## src/hw/rtl/epx_pkg.sv

```systemverilog
`timescale 1ns / 1ps
// shared types, constants and the color compare for the epx pixel doubler
// no dependencies; every other file of the block uses this package

package epx_pkg;

    // fixed field widths
    localparam int PIX_W     = 32;
    localparam int COORD_W   = 10;
    localparam int CFG_W     = 11;
    localparam int CFG_IDX_W = 2;

    // defaults for the top-level parameters
    localparam int DEFAULT_MAX_WIDTH  = 1024;
    localparam int DEFAULT_MAX_HEIGHT = 1024;

    // register values after reset
    localparam int FRAME_WIDTH_RST  = 640;
    localparam int FRAME_HEIGHT_RST = 480;

    // only r, g and b take part in the compare
    localparam logic [PIX_W-1:0] RGB_MASK = 32'h00FF_FFFF;

    // input word kinds
    typedef enum logic
    {
        OP_PIXEL = 1'b0,
        OP_DRAIN = 1'b1
    } op_t;

    // configuration register indexes
    typedef enum logic [CFG_IDX_W-1:0]
    {
        REG_FRAME_WIDTH  = 2'd0,
        REG_FRAME_HEIGHT = 2'd1
    } cfg_reg_t;

    // per-word control from the sequencer to the datapath
    typedef struct packed
    {
        logic emit;      // word produces a block
        logic up_ok;     // up neighbor lies inside the frame
        logic left_ok;   // left neighbor lies inside the frame
        logic right_ok;  // right neighbor lies inside the frame
        logic down_pix;  // down neighbor is the incoming pixel (else the center)
        logic done;      // last block of the frame
    } flags_t;

    function automatic logic same_rgb(input logic [PIX_W-1:0] a, input logic [PIX_W-1:0] b);
        return ((a ^ b) & RGB_MASK) == '0;
    endfunction

endpackage

```

## src/hw/rtl/epx_rule.sv

```systemverilog
`timescale 1ns / 1ps
// epx corner rule: border replacement of the four neighbors and the choice
// of each sub-pixel; depends on epx_pkg

module epx_rule (
    input  epx_pkg::flags_t           flags,
    input  logic [epx_pkg::PIX_W-1:0] center,
    input  logic [epx_pkg::PIX_W-1:0] up_raw,
    input  logic [epx_pkg::PIX_W-1:0] left_raw,
    input  logic [epx_pkg::PIX_W-1:0] right_raw,
    input  logic [epx_pkg::PIX_W-1:0] pixel,
    output logic [epx_pkg::PIX_W-1:0] sub_ul,
    output logic [epx_pkg::PIX_W-1:0] sub_ur,
    output logic [epx_pkg::PIX_W-1:0] sub_dl,
    output logic [epx_pkg::PIX_W-1:0] sub_dr
);

    logic [epx_pkg::PIX_W-1:0] up, left, right, down;
    logic u_l, u_r, d_l, d_r, u_d, flat;

    // neighbors outside the frame take the center
    assign up    = flags.up_ok    ? up_raw    : center;
    assign left  = flags.left_ok  ? left_raw  : center;
    assign right = flags.right_ok ? right_raw : center;
    assign down  = flags.down_pix ? pixel     : center;

    // rgb compares
    assign u_l = epx_pkg::same_rgb(up, left);
    assign u_r = epx_pkg::same_rgb(up, right);
    assign d_l = epx_pkg::same_rgb(down, left);
    assign d_r = epx_pkg::same_rgb(down, right);
    assign u_d = epx_pkg::same_rgb(up, down);

    // three equal neighbors keep the whole block at the center color
    assign flat = (u_l && u_r) || (u_l && u_d) || (u_r && u_d) || (d_l && d_r);

    assign sub_ul = (u_l && !flat) ? up   : center;
    assign sub_ur = (u_r && !flat) ? up   : center;
    assign sub_dl = (d_l && !flat) ? down : center;
    assign sub_dr = (d_r && !flat) ? down : center;

endmodule

```

## config.mk

```make
export PLATFORM = sky130hd
export DESIGN_NAME = epx_rule
export DESIGN_NICKNAME = d
export VERILOG_FILES = /design/src/hw/rtl/epx_pkg.sv /design/src/hw/rtl/epx_rule.sv
export SDC_FILE = /design/constraint.sdc
export NUM_CORES = 1
export LEC_CHECK = 0
export ABC_AREA = 1
export BUFFER_PORTS_ARGS = -buffer_cell sky130_fd_sc_hd__clkbuf_2
export CORE_MARGIN = 2
export CORE_UTILIZATION = 55
export DETAILED_ROUTE_END_ITERATION = 7
export PLACE_DENSITY = 0.91
export SLEW_MARGIN = 20
export SYNTH_ARGS = -nofsm -noshare
export SYNTH_HDL_FRONTEND = slang
export SYNTH_SLANG_ARGS = --single-unit
```

## constraint.sdc

```tcl
create_clock -name vclk -period 4
set_input_delay 0.2 -clock vclk [all_inputs]
set_output_delay 0.2 -clock vclk [all_outputs]
set_load 0.01 [all_outputs]
```

# == After elaboration in Yosys (flattened, before gate mapping) ==
# Cells that the tools add are included.
# totals
word_cells,30
out_inout_bits,128
regBits,0
# classes
bitwise,5
reduce_logical,17
mux,8
# ops
op,n
$mux W32,6
$logic_not A32 Y1,5
$xor A24 B24 Y24,5
$mux W24,2
$logic_and A1 B1 Y1,8
$logic_or A1 B1 Y1,3
$logic_not A1 Y1,1

# == Logic depth before layout (Yosys ltp) ==
# depth
word_depth,10
ltp_mapped,18

# == Worst setup path before layout ==
# No wires, ideal clock.
# synth_path
path_type,input to output
start,input port flags[2] in the netlist's numbering
end,output port sub_ul[5] in the netlist's numbering
path_stages,17
t_arrival_ps,1935
n_path_buf,4
path_slack_ps,1865
cell_sequence,buf_2 -> buf_4 -> buf_2 -> nand2_1 -> o21ai_0 -> nand2_1 -> nand2_1 -> nor2_1 -> nand2_1 -> nor2_1 -> inv_2 -> nor2_4 -> nand2_4 -> nand4_4 -> buf_4 -> nand2_1 -> o21ai_1
# synth_between
elab_chain_cells,10
word_cells_on_any_way,14
# synth_rtl
element,line_no,rtl
start: declaration,epx_rule.sv:6,"input epx_pkg::flags_t flags,"
$mux W24 *,epx_rule.sv:24,assign right = flags.right_ok ? right_raw : center;
$xor A24 B24 Y24,epx_pkg.sv:50,return ((a ^ b) & RGB_MASK) == '0;
$logic_not A32 Y1,epx_pkg.sv:50,
$logic_and A1 B1 Y1,epx_rule.sv:35,assign flat = (u_l && u_r) || (u_l && u_d) || (u_r && u_d) || (d_l && d_r);
$logic_or A1 B1 Y1 (2 in a row),epx_rule.sv:35,
$logic_or A1 B1 Y1 *,epx_rule.sv:35,
$logic_not A1 Y1 *,epx_rule.sv:37,assign sub_ul = (u_l && !flat) ? up : center;
$logic_and A1 B1 Y1 *,epx_rule.sv:37,
$mux W32 *,epx_rule.sv:37,
end: declaration,epx_rule.sv:12,"output logic [epx_pkg::PIX_W-1:0] sub_ul,"
# Every way passes the cells marked *; elsewhere a longest branch is shown, timed or not.

# == Worst setup path after layout ==
# layout_path
start,input port flags[4] in the netlist's numbering
end,output port sub_ul[1] in the netlist's numbering
# layout_between
elab_chain_cells,10
word_cells_on_any_way,16
# layout_rtl
element,line_no,rtl
$mux W32 *,epx_rule.sv:22,assign up = flags.up_ok ? up_raw : center;
$xor A24 B24 Y24,epx_pkg.sv:50,
$logic_not A32 Y1,epx_pkg.sv:50,
$logic_and A1 B1 Y1,epx_rule.sv:35,
$logic_or A1 B1 Y1 (3 in a row),epx_rule.sv:35,
$logic_not A1 Y1,epx_rule.sv:37,
$logic_and A1 B1 Y1,epx_rule.sv:37,
$mux W32 *,epx_rule.sv:37,
# Marks and branches as above.

==> impl_metrics.prom <==
# TYPE chip_impl_metric gauge
chip_impl_metric{name="drt-pass1-iter-count",unit=""} 7
chip_impl_metric{name="final.min_clock_period",unit="ns"} 3.59
chip_impl_metric{name="dp_hpwl",unit="um"} 19600
chip_impl_metric{name="maxSlewHeadroom",unit=""} 0.331
chip_impl_info{name="timing.setup.critical_path_class",value="in2out"} 1
chip_impl_metric{name="p_per_area",unit="mW/mm2"} 108
chip_impl_metric{name="gp_routability_congestion",unit=""} 0.924
chip_impl_metric{name="synth_sequential_area_ratio",unit=""} 0
chip_impl_metric{name="ctsHoldBuffers",unit=""} 0
chip_impl_metric{name="number_of_standard_cells_in_the_final_layout_excluding_fillers",unit=""} 2002
chip_impl_metric{name="worst-endpoint-required",unit="ns"} 3.80
chip_impl_metric{name="number_of_global_route_vias_before_repair",unit=""} 9479
chip_impl_metric{name="layout-area-overhead-vs-synth",unit="%"} 17.6
chip_impl_metric{name="initial_utilization",unit=""} 0.566
chip_impl_metric{name="grt_max_degree",unit=""} 97
chip_impl_metric{name="antenna_cells",unit=""} 0
chip_impl_metric{name="timing.critical_path.arrival",unit="ns"} 3.39
chip_impl_metric{name="synth_cell_type_count",unit=""} 27
chip_impl_metric{name="gr-total-overflow",unit=""} 0
chip_impl_metric{name="peakVddDrop",unit="mV"} 0.0873
chip_impl_metric{name="layout_setup_ws",unit="ns"} 0.415
chip_impl_metric{name="multi_input_area",unit="mm2"} 0.00581
chip_impl_metric{name="place_inst",unit=""} 2002
chip_impl_metric{name="route.detailed.vias_per_inst",unit=""} 5.52
chip_impl_metric{name="grt_pass1_wl",unit="um"} 42000
chip_impl_metric{name="fill_cells",unit=""} 1233
chip_impl_metric{name="wire_per_inst",unit="um"} 13.2
chip_impl_metric{name="drt-total-wl",unit="um"} 26400
chip_impl_metric{name="synth.net_count",unit=""} 1800
chip_impl_metric{name="power.leakage",unit="nW"} 5.59
chip_impl_metric{name="syn_avg_cell_area",unit="um2"} 4.20
chip_impl_metric{name="final_slew_viol_count",unit=""} 0
chip_impl_info{name="rsz0062_at_grt",value="false"} 1
chip_impl_metric{name="drv_cap",unit=""} 0
chip_impl_metric{name="vertical_die_dimension",unit="um"} 116
chip_impl_metric{name="whs",unit="ns"} 0.749
chip_impl_metric{name="drc_viols",unit=""} 0
chip_impl_metric{name="finalSetupViolCount",unit=""} 0
chip_impl_info{name="outcome",value="completed"} 1
chip_impl_metric{name="grtUsageTotal",unit=""} 0.371
chip_impl_metric{name="final_hold_viol_count",unit=""} 0
chip_impl_metric{name="max_clock_freq",unit="GHz"} 0.279
chip_impl_metric{name="initial_antenna_violation_count",unit=""} 0
chip_impl_metric{name="die_area",unit="mm2"} 0.0134
chip_impl_metric{name="io-pin-count",unit=""} 294
chip_impl_metric{name="final_core_util",unit=""} 0.666
chip_impl_metric{name="cts_post_setup_buffers_inserted",unit=""} 0
chip_impl_info{name="crit_path_end_kind",value="output port"} 1
chip_impl_metric{name="fp.dieW",unit="um"} 116
chip_impl_metric{name="drive_gt1_frac",unit=""} 0.173
chip_impl_info{name="worstHoldPathType",value="in2out"} 1
chip_impl_metric{name="ant_nets",unit=""} 0
chip_impl_metric{name="n_sequential_cell",unit=""} 0
chip_impl_metric{name="final_net_count",unit=""} 2002
chip_impl_metric{name="critical_path_maximum_fanout",unit=""} 64
chip_impl_metric{name="yosysWarnings",unit=""} 0
chip_impl_metric{name="port_buffers",unit=""} 276
chip_impl_metric{name="core-area",unit="mm2"} 0.0121
chip_impl_metric{name="cts_resized",unit=""} 0
chip_impl_info{name="layout.cells.most_common",value="sky130_fd_sc_hd__nand2_1"} 1
chip_impl_metric{name="count_of_routing_violations_after_the_opening_detailed_route_iteration",unit=""} 1268
chip_impl_info{name="final_cell_mix",value="1090 x sky130_fd_sc_hd__nand2_1, 276 x sky130_fd_sc_hd__clkbuf_2, 121 x sky130_fd_sc_hd__inv_1"} 1
chip_impl_metric{name="setup_tns",unit="ns"} 0
chip_impl_info{name="startpoint_type",value="input port"} 1
chip_impl_metric{name="vias",unit=""} 11000
chip_impl_metric{name="clkbuf_count",unit=""} 0
chip_impl_metric{name="dp_worst_setup_slack",unit="ns"} 0.510
chip_impl_metric{name="mappedNetlistArea",unit="mm2"} 0.00686
chip_impl_metric{name="final-seq-area",unit="um2"} 0
chip_impl_metric{name="worst_pin_slew",unit="ns"} 1.00
chip_impl_metric{name="rows",unit=""} 40
chip_impl_metric{name="final_min_period_over_clock_period",unit=""} 0.896
chip_impl_metric{name="synthesis.instances",unit=""} 1634
==> metal layers <==
layer  global-route usage  routed length, um
met2                0.622              12100
met3               0.0643               3290
met5                    0                  0
met4                0.154                976
met1                0.471              10000
==> cell type report <==
| class | instances | area share |
|---|---|---|
| inverter | 129 | 0.0603 |
| multi-input combinational | 1409 | 0.721 |
| tap | 168 | 0.0261 |
| timing repair buffer | 296 | 0.193 |
==> through the flow <==
| step | instance area (um2) | power, mW |
|---|---|---|
| detailed placement | 8070 | 0.849 |
| floorplan | 6860 | 0.577 |
| CTS | 8070 | 0.852 |
| global placement | 8070 | 0.829 |
| global route | 8070 | 0.980 |
| finish | 8070 | 0.871 |
==> report_power, final <==
| group | internal [mW] | leakage [nW] | switching [mW] |
|---|---|---|---|
| Combinational | 0.297 | 5.59 | 0.574 |
| Clock | 0 | 0 | 0 |
| Sequential | 0 | 0 | 0 |
==> critical path: stages <==
cell and delay, ns:
sky130_fd_sc_hd__clkbuf_2 0.25, sky130_fd_sc_hd__inv_4 0.46, sky130_fd_sc_hd__o21ai_1 0.22, sky130_fd_sc_hd__nand2_1 0.10
sky130_fd_sc_hd__nand2_1 0.05, sky130_fd_sc_hd__nor2_1 0.15, sky130_fd_sc_hd__nand2_1 0.07, sky130_fd_sc_hd__nor2_1 0.14
sky130_fd_sc_hd__nand2_1 0.10, sky130_fd_sc_hd__nor2_4 0.16, sky130_fd_sc_hd__nand4_4 0.78, sky130_fd_sc_hd__o21ai_1 0.44
sky130_fd_sc_hd__clkbuf_2 0.19
==> cells in the mapped netlist <==
library cell	instances	area, um2
sky130_fd_sc_hd__a21oi_1	4	20.0
sky130_fd_sc_hd__buf_1	5	18.8
sky130_fd_sc_hd__buf_2	39	195
sky130_fd_sc_hd__buf_4	26	195
sky130_fd_sc_hd__buf_6	8	90.1
sky130_fd_sc_hd__clkbuf_1	18	67.6
sky130_fd_sc_hd__clkinv_1	1	3.75
sky130_fd_sc_hd__inv_1	121	454
sky130_fd_sc_hd__inv_2	6	22.5
sky130_fd_sc_hd__inv_4	1	6.26
sky130_fd_sc_hd__nand2_1	1090	4090
sky130_fd_sc_hd__nand2_2	1	6.26
sky130_fd_sc_hd__nand2_4	1	11.3
sky130_fd_sc_hd__nand3_1	6	30.0
sky130_fd_sc_hd__nand3_2	2	20.0
sky130_fd_sc_hd__nand3b_1	1	7.51
sky130_fd_sc_hd__nand4_1	98	613
sky130_fd_sc_hd__nand4_2	3	37.5
sky130_fd_sc_hd__nand4_4	1	21.3
sky130_fd_sc_hd__nor2_1	84	315
sky130_fd_sc_hd__nor2_2	4	25.0
sky130_fd_sc_hd__nor2_4	3	33.8
sky130_fd_sc_hd__o21a_1	1	7.51
sky130_fd_sc_hd__o21ai_0	43	215
sky130_fd_sc_hd__o21ai_1	64	320
sky130_fd_sc_hd__xnor2_1	2	17.5
sky130_fd_sc_hd__xor2_1	1	8.76
==> cells by family (layout without fill, tap and decap cells) <==
group,count (synthesis),after routing,share of synthesized area
xor gates and xnor gates,3,3,0.00383
and+or+nand+nor,1294,1294,0.760
buffers and inverters,225,425,0.154
AOI/OAI and AO/OA,112,112,0.0821
==> path summary, 6_finish.rpt <==
check,startpoint,endpoint,slack [ns],cells past startpoint
min,center[28],sub_dl[28],0.75,4
max,flags[4],sub_ul[1],0.41,13
No activity file was read; power rests on OpenSTA's default activity.
