==> src/hw/rtl/epx_pkg.sv <==
`timescale 1ns / 1ps
// shared types, constants and the color compare for the epx pixel doubler
// no dependencies; every other file of the block uses this package

package epx_pkg;

    // fixed field widths
    localparam int PIX_W     = 32;
    localparam int COORD_W   = 10;
    localparam int CFG_W     = 11;
    localparam int CFG_IDX_W = 2;

    // defaults for the top-level parameters
    localparam int DEFAULT_MAX_WIDTH  = 1024;
    localparam int DEFAULT_MAX_HEIGHT = 1024;

    // register values after reset
    localparam int FRAME_WIDTH_RST  = 640;
    localparam int FRAME_HEIGHT_RST = 480;

    // only r, g and b take part in the compare
    localparam logic [PIX_W-1:0] RGB_MASK = 32'h00FF_FFFF;

    // input word kinds
    typedef enum logic
    {
        OP_PIXEL = 1'b0,
        OP_DRAIN = 1'b1
    } op_t;

    // configuration register indexes
    typedef enum logic [CFG_IDX_W-1:0]
    {
        REG_FRAME_WIDTH  = 2'd0,
        REG_FRAME_HEIGHT = 2'd1
    } cfg_reg_t;

    // per-word control from the sequencer to the datapath
    typedef struct packed
    {
        logic emit;      // word produces a block
        logic up_ok;     // up neighbor lies inside the frame
        logic left_ok;   // left neighbor lies inside the frame
        logic right_ok;  // right neighbor lies inside the frame
        logic down_pix;  // down neighbor is the incoming pixel (else the center)
        logic done;      // last block of the frame
    } flags_t;

    function automatic logic same_rgb(input logic [PIX_W-1:0] a, input logic [PIX_W-1:0] b);
        return ((a ^ b) & RGB_MASK) == '0;
    endfunction

endpackage

==> src/hw/rtl/epx_ctrl.sv <==
`timescale 1ns / 1ps
// frame sequencer: configuration registers, column/row/drain counters,
// per-word control flags and line store addressing; depends on epx_pkg

module epx_ctrl #(
    parameter int MAX_WIDTH  = epx_pkg::DEFAULT_MAX_WIDTH,
    parameter int MAX_HEIGHT = epx_pkg::DEFAULT_MAX_HEIGHT,
    localparam int AW  = $clog2(MAX_WIDTH),
    localparam int HAW = $clog2(MAX_HEIGHT)
) (
    input  logic                          clk,
    input  logic                          rst_n,
    input  logic                          cfg_wr_en,
    input  logic [epx_pkg::CFG_IDX_W-1:0] cfg_index,
    input  logic [epx_pkg::CFG_W-1:0]     cfg_data,
    input  logic                          accept,
    input  epx_pkg::op_t                  op,
    output epx_pkg::flags_t               req,
    output logic [AW-1:0]                 x,
    output logic [HAW-1:0]                y,
    output logic                          newer_we
);

    localparam int WW = $clog2(MAX_WIDTH + 1);
    localparam int HW = $clog2(MAX_HEIGHT + 1);
    localparam int W_RST = (epx_pkg::FRAME_WIDTH_RST > MAX_WIDTH) ?
                           MAX_WIDTH : epx_pkg::FRAME_WIDTH_RST;
    localparam int H_RST = (epx_pkg::FRAME_HEIGHT_RST > MAX_HEIGHT) ?
                           MAX_HEIGHT : epx_pkg::FRAME_HEIGHT_RST;

    logic [WW-1:0]  width_reg, width_next;
    logic [HW-1:0]  height_reg, height_next;
    logic [AW-1:0]  col_reg, col_next;
    logic [HAW-1:0] row_reg, row_next;
    logic [AW-1:0]  drain_reg, drain_next;
    logic           draining_reg, draining_next;

    logic [WW-1:0]  width_clamp;
    logic [HW-1:0]  height_clamp;
    logic [WW-1:0]  x_inc;
    logic [HW-1:0]  row_inc;
    logic           col_last;
    logic           pixel_ok;
    logic           drain_ok;

    // zero acts as one, anything above the maximum as the maximum
    always_comb
    begin
        if (cfg_data == '0)
            width_clamp = WW'(1);
        else if (32'(cfg_data) > MAX_WIDTH)
            width_clamp = WW'(MAX_WIDTH);
        else
            width_clamp = WW'(cfg_data);

        if (cfg_data == '0)
            height_clamp = HW'(1);
        else if (32'(cfg_data) > MAX_HEIGHT)
            height_clamp = HW'(MAX_HEIGHT);
        else
            height_clamp = HW'(cfg_data);
    end

    // current word position and flags
    assign pixel_ok = (op == epx_pkg::OP_PIXEL) && !draining_reg;
    assign drain_ok = (op == epx_pkg::OP_DRAIN) && draining_reg;
    assign x        = draining_reg ? drain_reg : col_reg;
    assign y        = draining_reg ? row_reg : row_reg - HAW'(1);
    assign x_inc    = WW'(x) + WW'(1);
    assign row_inc  = HW'(row_reg) + HW'(1);
    assign col_last = (x_inc == width_reg);
    assign newer_we = accept && pixel_ok;

    always_comb
    begin
        req.emit     = (pixel_ok && (row_reg != '0)) || drain_ok;
        req.up_ok    = (y != '0);
        req.left_ok  = (x != '0);
        req.right_ok = !col_last;
        req.down_pix = !draining_reg;
        req.done     = drain_ok && col_last;
    end

    // counter and register updates
    always_comb
    begin
        logic restart;
        restart       = 1'b0;
        width_next    = width_reg;
        height_next   = height_reg;
        col_next      = col_reg;
        row_next      = row_reg;
        drain_next    = drain_reg;
        draining_next = draining_reg;

        if (cfg_wr_en)
        begin
            unique case (cfg_index)
                epx_pkg::REG_FRAME_WIDTH:
                begin
                    width_next = width_clamp;
                    restart    = 1'b1;
                end
                epx_pkg::REG_FRAME_HEIGHT:
                begin
                    height_next = height_clamp;
                    restart     = 1'b1;
                end
                default: ;
            endcase
        end
        else if (accept)
        begin
            if (pixel_ok)
            begin
                if (col_last)
                begin
                    col_next = '0;
                    if (row_inc == height_reg)
                    begin
                        draining_next = 1'b1;
                        drain_next    = '0;
                    end
                    else
                    begin
                        row_next = row_reg + HAW'(1);
                    end
                end
                else
                begin
                    col_next = col_reg + AW'(1);
                end
            end
            else if (drain_ok)
            begin
                if (col_last)
                    restart = 1'b1;
                else
                    drain_next = drain_reg + AW'(1);
            end
        end

        if (restart)
        begin
            col_next      = '0;
            row_next      = '0;
            drain_next    = '0;
            draining_next = 1'b0;
        end
    end

    always_ff @(posedge clk or negedge rst_n)
    begin
        if (!rst_n)
        begin
            width_reg    <= WW'(W_RST);
            height_reg   <= HW'(H_RST);
            col_reg      <= '0;
            row_reg      <= '0;
            drain_reg    <= '0;
            draining_reg <= 1'b0;
        end
        else
        begin
            width_reg    <= width_next;
            height_reg   <= height_next;
            col_reg      <= col_next;
            row_reg      <= row_next;
            drain_reg    <= drain_next;
            draining_reg <= draining_next;
        end
    end

endmodule

==> config.mk <==
export PLATFORM = sky130hd
export DESIGN_NAME = epx_ctrl
export DESIGN_NICKNAME = d
export VERILOG_FILES = /design/src/hw/rtl/epx_pkg.sv /design/src/hw/rtl/epx_ctrl.sv
export SDC_FILE = /design/constraint.sdc
export NUM_CORES = 1
export LEC_CHECK = 0
export BUFFER_PORTS_ARGS = -buffer_cell sky130_fd_sc_hd__buf_2
export CELL_PAD_IN_SITES_DETAIL_PLACEMENT = 2
export CELL_PAD_IN_SITES_GLOBAL_PLACEMENT = 2
export CORE_ASPECT_RATIO = 0.8
export CORE_MARGIN = 4
export CORE_UTILIZATION = 38
export DETAILED_ROUTE_END_ITERATION = 6
export PLACE_DENSITY_LB_ADDON = 0.2
export SLEW_MARGIN = 20
export SYNTH_ARGS = -nofsm -noshare
export SYNTH_HDL_FRONTEND = slang
export SYNTH_SLANG_ARGS = --single-unit
==> constraint.sdc <==
create_clock -name clk -period 6.1 [get_ports clk]
set_input_delay 0.61 -clock clk [delete_from_list [all_inputs] [get_ports clk]]
set_output_delay 0.61 -clock clk [all_outputs]
set_load 0.01 [all_outputs]
# Word-level counts from Yosys, hierarchy flattened
# Index checks and enable logic that the tools add are counted.
# word_totals
ff_bits	53
input_bits	18
output_inout_bits	27
wordCells	82
# classes
add_sub_neg	6
magnitude_cmp	1
n_eq_ne	8
n_mux	35
n_bitwise	1
n_reduce_logical	25
# ops
operator	n
2-to-1 mux 10 bit	21
adder 10 x 1 -> 10 bit, second input constant	3
nonzero test 10 bit	3
adder 10 x 1 -> 11 bit, second input constant	2
== test 11 bit	2
2-to-1 mux 11 bit	2
2-to-1 mux 1 bit	12
> comparator 11 bit, second input constant	1
zero test 11 bit	1
AND reduction 5 bit	2
subtractor 10 x 1 -> 10 bit, second input constant	1
nonzero test 2 bit	4
!= test 3 x 1 -> 1 bit, second input constant	2
AND reduction 6 bit	1
logical AND 1 bit	5
!= test 2 x 1 -> 1 bit, second input constant	2
AND reduction 2 bit	2
!= test 3 x 2 -> 1 bit, second input constant	1
AND reduction 3 bit	1
nonzero test 3 bit	1
== test 2 x 1 -> 1 bit, second input constant	1
zero test 1 bit	2
zero test 2 bit	1
OR reduction 2 bit	1
2 further kinds	2

# Longest topological paths before layout
# logic_depth
depth_word	10
mapped_depth	16
ltp_nobuf	10

# Worst setup path after synthesis
# No wires, ideal clock.
# synth_path
kind	reg-to-output
start	reg draining_reg
end	out req[0] in the netlist's numbering
t_arrival_ns	3.264
slack_ns	2.226
path_stages_with_launch	15
path_buffers	5
path_cell_list	dfrtp_1 > buf_6 > buf_6 > clkinv_1 > a21boi_0 > inv_1 > ha_1 > o211a_4 > xnor2_1 > o41a_1 > or4_1 > buf_2 > buf_2 > clkbuf_1 > nor2_1
# synth_rtl
element	line_no	source
start: declaration	epx_ctrl.sv:36	logic draining_reg, draining_next;
start signal: assignment	epx_ctrl.sv:170	draining_reg <= draining_next;
end: declaration	epx_ctrl.sv:18	output epx_pkg::flags_t req,

==> metrics.md <==
| Metric | Value |
|---|---|
| Status | `finished, final reports clean` |
| Least-Margin Pin Slew | `0.9375 ns` |
| Die footprint | `approximately 12,000 um2` |
| DR WL/cell | `about 22 um` |
| Hold-fix buffers, CTS | `0` |
| RSZ-0062 raised after global routing | `false` |
| Highest Clock Rate | `226.4 MHz` |
| Synth Net Count | `approximately 500` |
| Core footprint | `just over 10,000 um2` |
| Rel. slew slack | `0.3750` |
| Starting Density | `0.3877` |
| Die width | `122.0 um` |
| Area growth syn-to-layout | `11.52%` |
| CP Capture Type | `primary output` |
| Antenna violations before repair | `0` |
| Critical path class | `flip-flop to primary output` |
| CP max stage delay | `between 0.9 and 1 ns` |
| CTS tree | `built` |
| First-pass GRT wire length | `23,030 um` |
| Ys async rst share | `1.000` |
| Seq/Total Area, Yosys | `0.3373` |
| Pwr dens | `207.1 nW/um2` |
| Endpoints failing hold | `0` |
| Number of distinct library cells after synthesis | `60` |
| Cells along the critical path | `buf_4 -> mux2i_1 -> inv_1 -> ha_1 -> o211a_4 -> xnor2_1 -> o41a_1 -> or4_1 -> nor2_1 -> buf_2` |
| TritonRoute pass-1 iters | `4` |
| RR Startpoint | `draining_reg$_DFFE_PN0P_` |
| Diode count | `0` |
| Largest fanout on the critical path | `26` |
| Minimum clock period | `4.417 ns` |
| Overall Power | `0.9131 mW` |
| Most common cell after layout, fill and taps aside | `nand2_1` |
| Post-route ant nets | `0` |
| Yosys reg bits | `53` |
| Port Buffers | `44` |
| Die Y | `99.24 um` |
| # Post-CTS Setup Buffers | `0` |
| Syn Area/Cell | `slightly above 8 um2` |
| Final setup TNS | `0 ns` |
| Total grt overflow | `0` |
| Worst Path Arrival | `3.81 ns` |
| Clock skew | `0.01332 ns` |
| Worst flop-to-flop path endpoint | `row_reg[8]$_DFFE_PN0P_` |
| I/O Pins | `45` |
| Detailed Route Iter0 Violations | `214` |
| Via/cell ratio | `5.888` |
| Worst R2R Setup Slack | `1.93 ns` |
| Clock transition at path regs | `0.08 ns` |
| H-tree levels | `2` |
| Share of cells above drive strength 1 | `0.1607` |
| Pin count of the biggest net entering global routing | `54` |
| Bufs on Longest Clock Path | `2` |
| Critical Path RT | `5.49 ns` |
| HPWL Detailed | `approximately 10,000 um` |
| Cts bufs inserted | `5` |
| Final Max Slew Viols | `0` |
| Post-synth EDFFs | `0` |
| GRT Total Usage | `0.2413` |
| CP top delay family | `simple AND/OR/NAND/NOR gates` |
| Predominant post-synthesis flop cell | `dfrtp_1` |
| Routed WL | `13,930 um` |
| Worst Hold Class | `input pin to async pin` |
| Final #Nets | `530` |
| Mapped Area | `roughly 4000 um2` |
| Most frequent cells in the layout | `nand2_1 (65), o21ai_0 (50), dfrtp_1 (47)` |
| Total number of vias | `3,792` |
| Fin crit share | `0.7242` |
| Startpoint types | `flip-flop` |
| Clock sinks | `53` |
| Cells after synthesis | `around 480` |
| Clk_lat worst skew | `0.30 ns` |
| Post-route DRC | `0` |
| Max Cap Viol | `0` |
| Peak VDD IR | `around 0.15 mV` |
| Yosys warnings | `0` |
| Via count of the first global-routing pass | `4,202` |
| Rows | `33` |
| Slowest-stage cell, CP | `or4_1` |
| Final setup vio count | `0` |
| Placer congestion estimate | `0.9008` |
| Root Driver | `clkbuf_16` |
| FF-to-FF path depth | `11` |
| Resized cells post-CTS | `0` |
| Leak Pwr | `around 1.9 nW` |
| CP bufs+invs | `3` |
## report_power, final
group	switching (mW)	internal [mW]	leakage (nW)	total, mW
combinational	0.100	0.0647	1.12	0.165
sequential	0.0332	0.381	0.697	0.414
clock	0.139	0.195	0.0800	0.334
## cell usage after synthesis, types with 3 or more instances
master / n / area [um2]
a21boi_0: 4 / 30.03
a21o_1: 3 / 22.52
a21oi_1: 7 / 35.03
a22o_1: 8 / 70.07
a31o_2: 3 / 26.28
a31oi_1: 6 / 37.54
and2_1: 6 / 37.54
and3_1: 10 / 62.56
and4_1: 4 / 35.03
buf_2: 3 / 15.01
buf_6: 3 / 33.78
clkbuf_1: 28 / 105.1
dfrtp_1: 47 / 1176
dfstp_2: 6 / 157.7
ha_1: 9 / 112.6
inv_1: 20 / 75.07
mux2_2: 4 / 45.04
mux2i_1: 8 / 80.08
nand2_1: 65 / 244.0
nand2b_1: 15 / 93.84
nand3_1: 16 / 80.08
nand4_1: 8 / 50.05
nand4b_1: 3 / 26.28
nor2_1: 26 / 97.59
nor3_1: 13 / 65.06
nor4_1: 8 / 50.05
o211ai_1: 6 / 45.04
o21ai_0: 50 / 250.2
o22ai_1: 3 / 18.77
o311ai_0: 7 / 61.31
o31ai_1: 8 / 60.06
or3_1: 6 / 37.54
xnor2_1: 21 / 183.9
xor2_1: 10 / 87.58
## cell families after synthesis
group / count (synthesis) / share of synthesized area
AND/OR/NAND/NOR: 192 / 0.2475
adder cells (fa/ha/maj): 9 / 0.02848
buffers and inverters: 58 / 0.06234
flip-flops: 53 / 0.3373
AO/OA/AOI/OAI: 122 / 0.2051
XOR/XNOR: 32 / 0.07279
multiplexers: 15 / 0.04652
## how the worst max path moves through the flow
stage                                   startpoint                endpoint  slack, ns  depth (start not counted)
after floorplan           draining_reg$_DFFE_PN0P_                  req[0]       2.23                         14
after global placement    draining_reg$_DFFE_PN0P_                  req[0]       2.24                         10
after detailed placement  draining_reg$_DFFE_PN0P_  row_reg[4]$_DFFE_PN0P_       1.98                         11
after CTS                 draining_reg$_DFFE_PN0P_                  req[0]       1.68                         10
after global routing      draining_reg$_DFFE_PN0P_                  req[0]       1.49                         10
final                     draining_reg$_DFFE_PN0P_                  req[0]       1.68                         10
## per-layer routing
| layer | global-route usage | wire length (um) | vias up |
|---|---|---|---|
| li1 | - | - | 1768 |
| met1 | 0.3415 | 6746 | 1950 |
| met3 | 0.03638 | 587 | 4 |
| met2 | 0.4015 | 6532 | 70 |
| met5 | 0 | 0 | - |
| met4 | 0.03359 | 66 | 0 |
## per-stage QoR
step	worst slack, ns	instances	cell area (um2)	hold slack [ns]	util
finish	1.683	644	4409	0.4311	0.4323
global route	1.490	644	4409	0.4796	0.4323
CTS	1.684	644	4409	0.4621	0.4323
detailed placement	1.976	636	4238	0.4884	0.4155
global placement	2.244	636	4238	0.4799	0.4155
floorplan	2.226	481	3954	0.3144	-
## area by class of cell
| type | count | area (um2) |
|---|---|---|
| Fill cell | 1181 | 5789 |
| Clock inverter | 3 | 46.29 |
| Tap cell | 140 | 175.2 |
| Multi-Input combinational cell | 370 | 2374 |
| Clock buffer | 5 | 125.1 |
| Sequential cell | 53 | 1334 |
| Timing Repair Buffer | 51 | 272.8 |
| Inverter | 22 | 82.58 |
(Power assumes the default switching activity.)
